<file path="config.mk">
export PLATFORM = sky130hd
export DESIGN_NAME = adrf_ram
export DESIGN_NICKNAME = d
export VERILOG_FILES = /design/src/design/adrf_ram.sv
export SDC_FILE = /design/constraint.sdc
export NUM_CORES = 1
export LEC_CHECK = 0
export CAP_MARGIN = 20
export CORE_MARGIN = 5
export CORE_UTILIZATION = 65
export DETAILED_ROUTE_END_ITERATION = 8
export DONT_BUFFER_PORTS = 1
export PLACE_DENSITY = 0.9
export SYNTH_ARGS = -nofsm -noshare
export SYNTH_HDL_FRONTEND = slang
export SYNTH_SLANG_ARGS = --single-unit
</file>
<file path="constraint.sdc">
create_clock -name clk -period 5.1 [get_ports clk]
set_input_delay 0.765 -clock clk [delete_from_list [all_inputs] [get_ports clk]]
set_output_delay 0.765 -clock clk [all_outputs]
set_load 0.01 [all_outputs]
</file>
<file path="src/design/adrf_ram.sv">
// Generic single-port-write, single-port-read RAM with registered read data.
// No dependencies.
module adrf_ram #(
	parameter int WIDTH = 8,
	parameter int DEPTH = 32
) (
	input  logic                     clk,
	input  logic                     we,
	input  logic [$clog2(DEPTH)-1:0] waddr,
	input  logic [WIDTH-1:0]         wdata,
	input  logic                     re,
	input  logic [$clog2(DEPTH)-1:0] raddr,
	output logic [WIDTH-1:0]         rdata
);

	logic [WIDTH-1:0] mem_q [DEPTH];
	logic [WIDTH-1:0] rdata_q;

	// Write port
	always_ff @(posedge clk) begin
		if (we) begin
			mem_q[waddr] <= wdata;
		end
	end

	// Registered read port
	always_ff @(posedge clk) begin
		if (re) begin
			rdata_q <= mem_q[raddr];
		end
	end

	assign rdata = rdata_q;

endmodule

</file>
==> results_dict.tcl <==
set metrics [dict create \
    rsz0062_at_grt "no" \
    syn_inst 417 \
    drtAntennaViolNets 0 \
    fillers 801 \
    fin_crit_sh_pct 39.67 \
    crit_chain "mux4_2 -> mux4_2 -> mux2_2" \
    cts.sinks 264 \
    seqCellArea_mm2 0.007928 \
    cts_tree "yes" \
    reg2reg_from "mem_q[0][3]" \
    grt-ovfl-total 0 \
    end_kind "flip-flop" \
    final_cell_area_mm2 0.01107 \
    clock_path_buffers 3 \
    cts_root_buffer "clkbuf_16" \
    finalWirelength_mm 21.61 \
    hp-start "wdata[2]" \
    grt_antenna_before_repair 1 \
    crit_path_top_delay_cell "mux4_2" \
    synth_top_cell_by_area "edfxtp_1" \
    yosys_warnings 0 \
    comb_power_share_pct 3.1 \
    mostFrequentLayoutCell "edfxtp_1" \
    power_density_mw_per_mm2 394.4 \
    dpl_cell_area_mm2 0.01029 \
    die_x_um 134.9 \
    die-area_mm2 0.01819 \
    cp-startpoint "mem_q[0][3]" \
    placed_cells 608 \
    gp_congestion 0.7488 \
    timing.final.ws_setup_ps 3077 \
    p_seq_share_pct 55.8 \
    p_leak_uw 0.003369 \
    cts_buffers 25 \
    vias 4537 \
    grt_pass1_wl_mm 32.51 \
    multiInputGateArea_mm2 0.002100 \
    worst-path-max-fanout 1 \
    synthDistinctLibCells 14 \
    clock_power_share_pct 41.1 \
    core_mm2 0.01526 \
    ioPinCount 29 \
    start_util_pct 66.41 \
    core.rowCount 45 \
    crit_top_cell "mux4_2" \
    cts_hold_buf 0 \
    clock_skew_ps 10.74 \
    layout_common_cells "edfxtp_1 (264), mux4_2 (80), nor2_1 (33)" \
    slew_headroom_pct 33.12 \
    max_stage_delay_ps 530 \
    drive_gt1_share_pct 29.19 \
    ctsHtreeMaxLevel 1 \
    dpl.hpwl_mm 11.77 \
    p_int_uw 3505 \
    switching_share_pct 19.69 \
    irDropWorstVdd_mv 0.3021 \
    die_h_um 134.9 \
    final_max_slew_viol_count 0 \
    pre_cts_ws_ps 2584 \
    post-route-drc-count 0 \
    drt-vias-per-instance 6.948 \
    synthesis.area_mm2 0.01013 \
    hold_path.class "in -> reg" \
    dr.first_iter.drc_count 622 \
    grt_use_total_pct 25.39 \
    finalNonFillerCells 653 \
    clock_latency_ps 530 \
    power_uw 4364 \
    critPathKind "reg -> reg" \
    switching_power_uw 859.2 \
    cts.clk_slew.worst_paths_ps 60 \
    critPathLaunchType "flip-flop" \
    critPathRequiredTime_ps 5360 \
    setup_violations 0 \
    synth_area_leaders "edfxtp_1 (78%), mux4_2 (18%), nor2_1 (1.2%)" \
    min_period_ps 2023 \
    fmaxAchievable_mhz 494.3 \
    cts_setup_buffers 0 \
    grt_pass1_vias 4714 \
    port_buffers 0 \
    grt_max_degree 65 \
    synth_seq_area_share_pct 78.23 \
    outcome "complete, no violations" \
    final.setup.tns_ps 0 \
    wire_per_inst_um 33.09 \
    cts-resized-gates 0 \
    dr.pass1.iters 5 \
    syn2layout_area_growth_pct 9.199 \
    synth-seq-cells 264 \
    final_hold_viol_count 0 \
    arrival_ps 2280 \
    avgSynthCellArea_um2 24.30 \
    nNetsFinal 445 \
    synthesis.nets 438 \
    synth_top_area_share_pct 78.23 \
    max_cap_viol_count 0 \
    worstMarginPinSlew_ps 999.6 \
    diodes 0 \
]
==> worst paths after layout <==
path	end	slack (ps)	cells past startpoint
max	rdata[3]	3080	3
min	mem_q[23][2]	330	0
max reg2reg	rdata[3]	3080	3
min reg2reg	rdata[1]	1020	3
==> state kept, by name, summed over array words and instances (netlist names) <==
signal  flops
rdata       8
mem_q     256
==> stage by stage <==
step | util [%] | hold WS (ps)
final | 72.52 | 333.1
after global routing | 72.52 | 310.9
after CTS | 72.52 | 313.9
after detailed placement | 67.45 | 865.9
after global placement | 67.45 | 866.5
after floorplan | - | 863.9
==> cells in the mapped netlist (all sizes together) <==
library cell  count
nand2             1
mux4             80
edfxtp          264
nor2             33
nand3b            5
nand3             2
or3b              3
buf              14
mux2              8
clkbuf            6
or3               1
==> worst max-delay path: cells and delay by family (launching register included) <==
family / cells / cell delay [ps]
flops: 1 / 410
mux: 3 / 1350
==> kinds of logic (layout without fill, tap and decap cells) <==
kind of cell  count (synthesis)  after routing  synth area share, %
buf+inv                      20             45                1.049
simple gates                 45             45                2.050
mux                          88             88                18.67
flops                       264            264                78.23
==> power by group through the flow <==
stage,clock network (uW),registers [uW],logic (uW)
floorplan,0,2480,129
global placement,0,2480,125
detailed placement,0,2480,129
CTS,1810,2440,134
global route,1920,2440,139
finish,1800,2440,134
==> routing by layer <==
layer  vias up  track usage, %  part of all wire, %
met2       310           39.52                   48
met1      2386           36.97                   38
met3        44           6.595                   11
met4         2           6.900                  2.8
li1       1795               -                    -
met5         -               0                0.060
==> area by class of cell <==
class	instances	share of cell area [%]
flip-flops and latches	264	71.64
multi-input cells	133	18.97
well taps	211	2.386
clock inverters	18	1.278
clock buffers	27	5.721
Power figures use the tool's default switching activity.
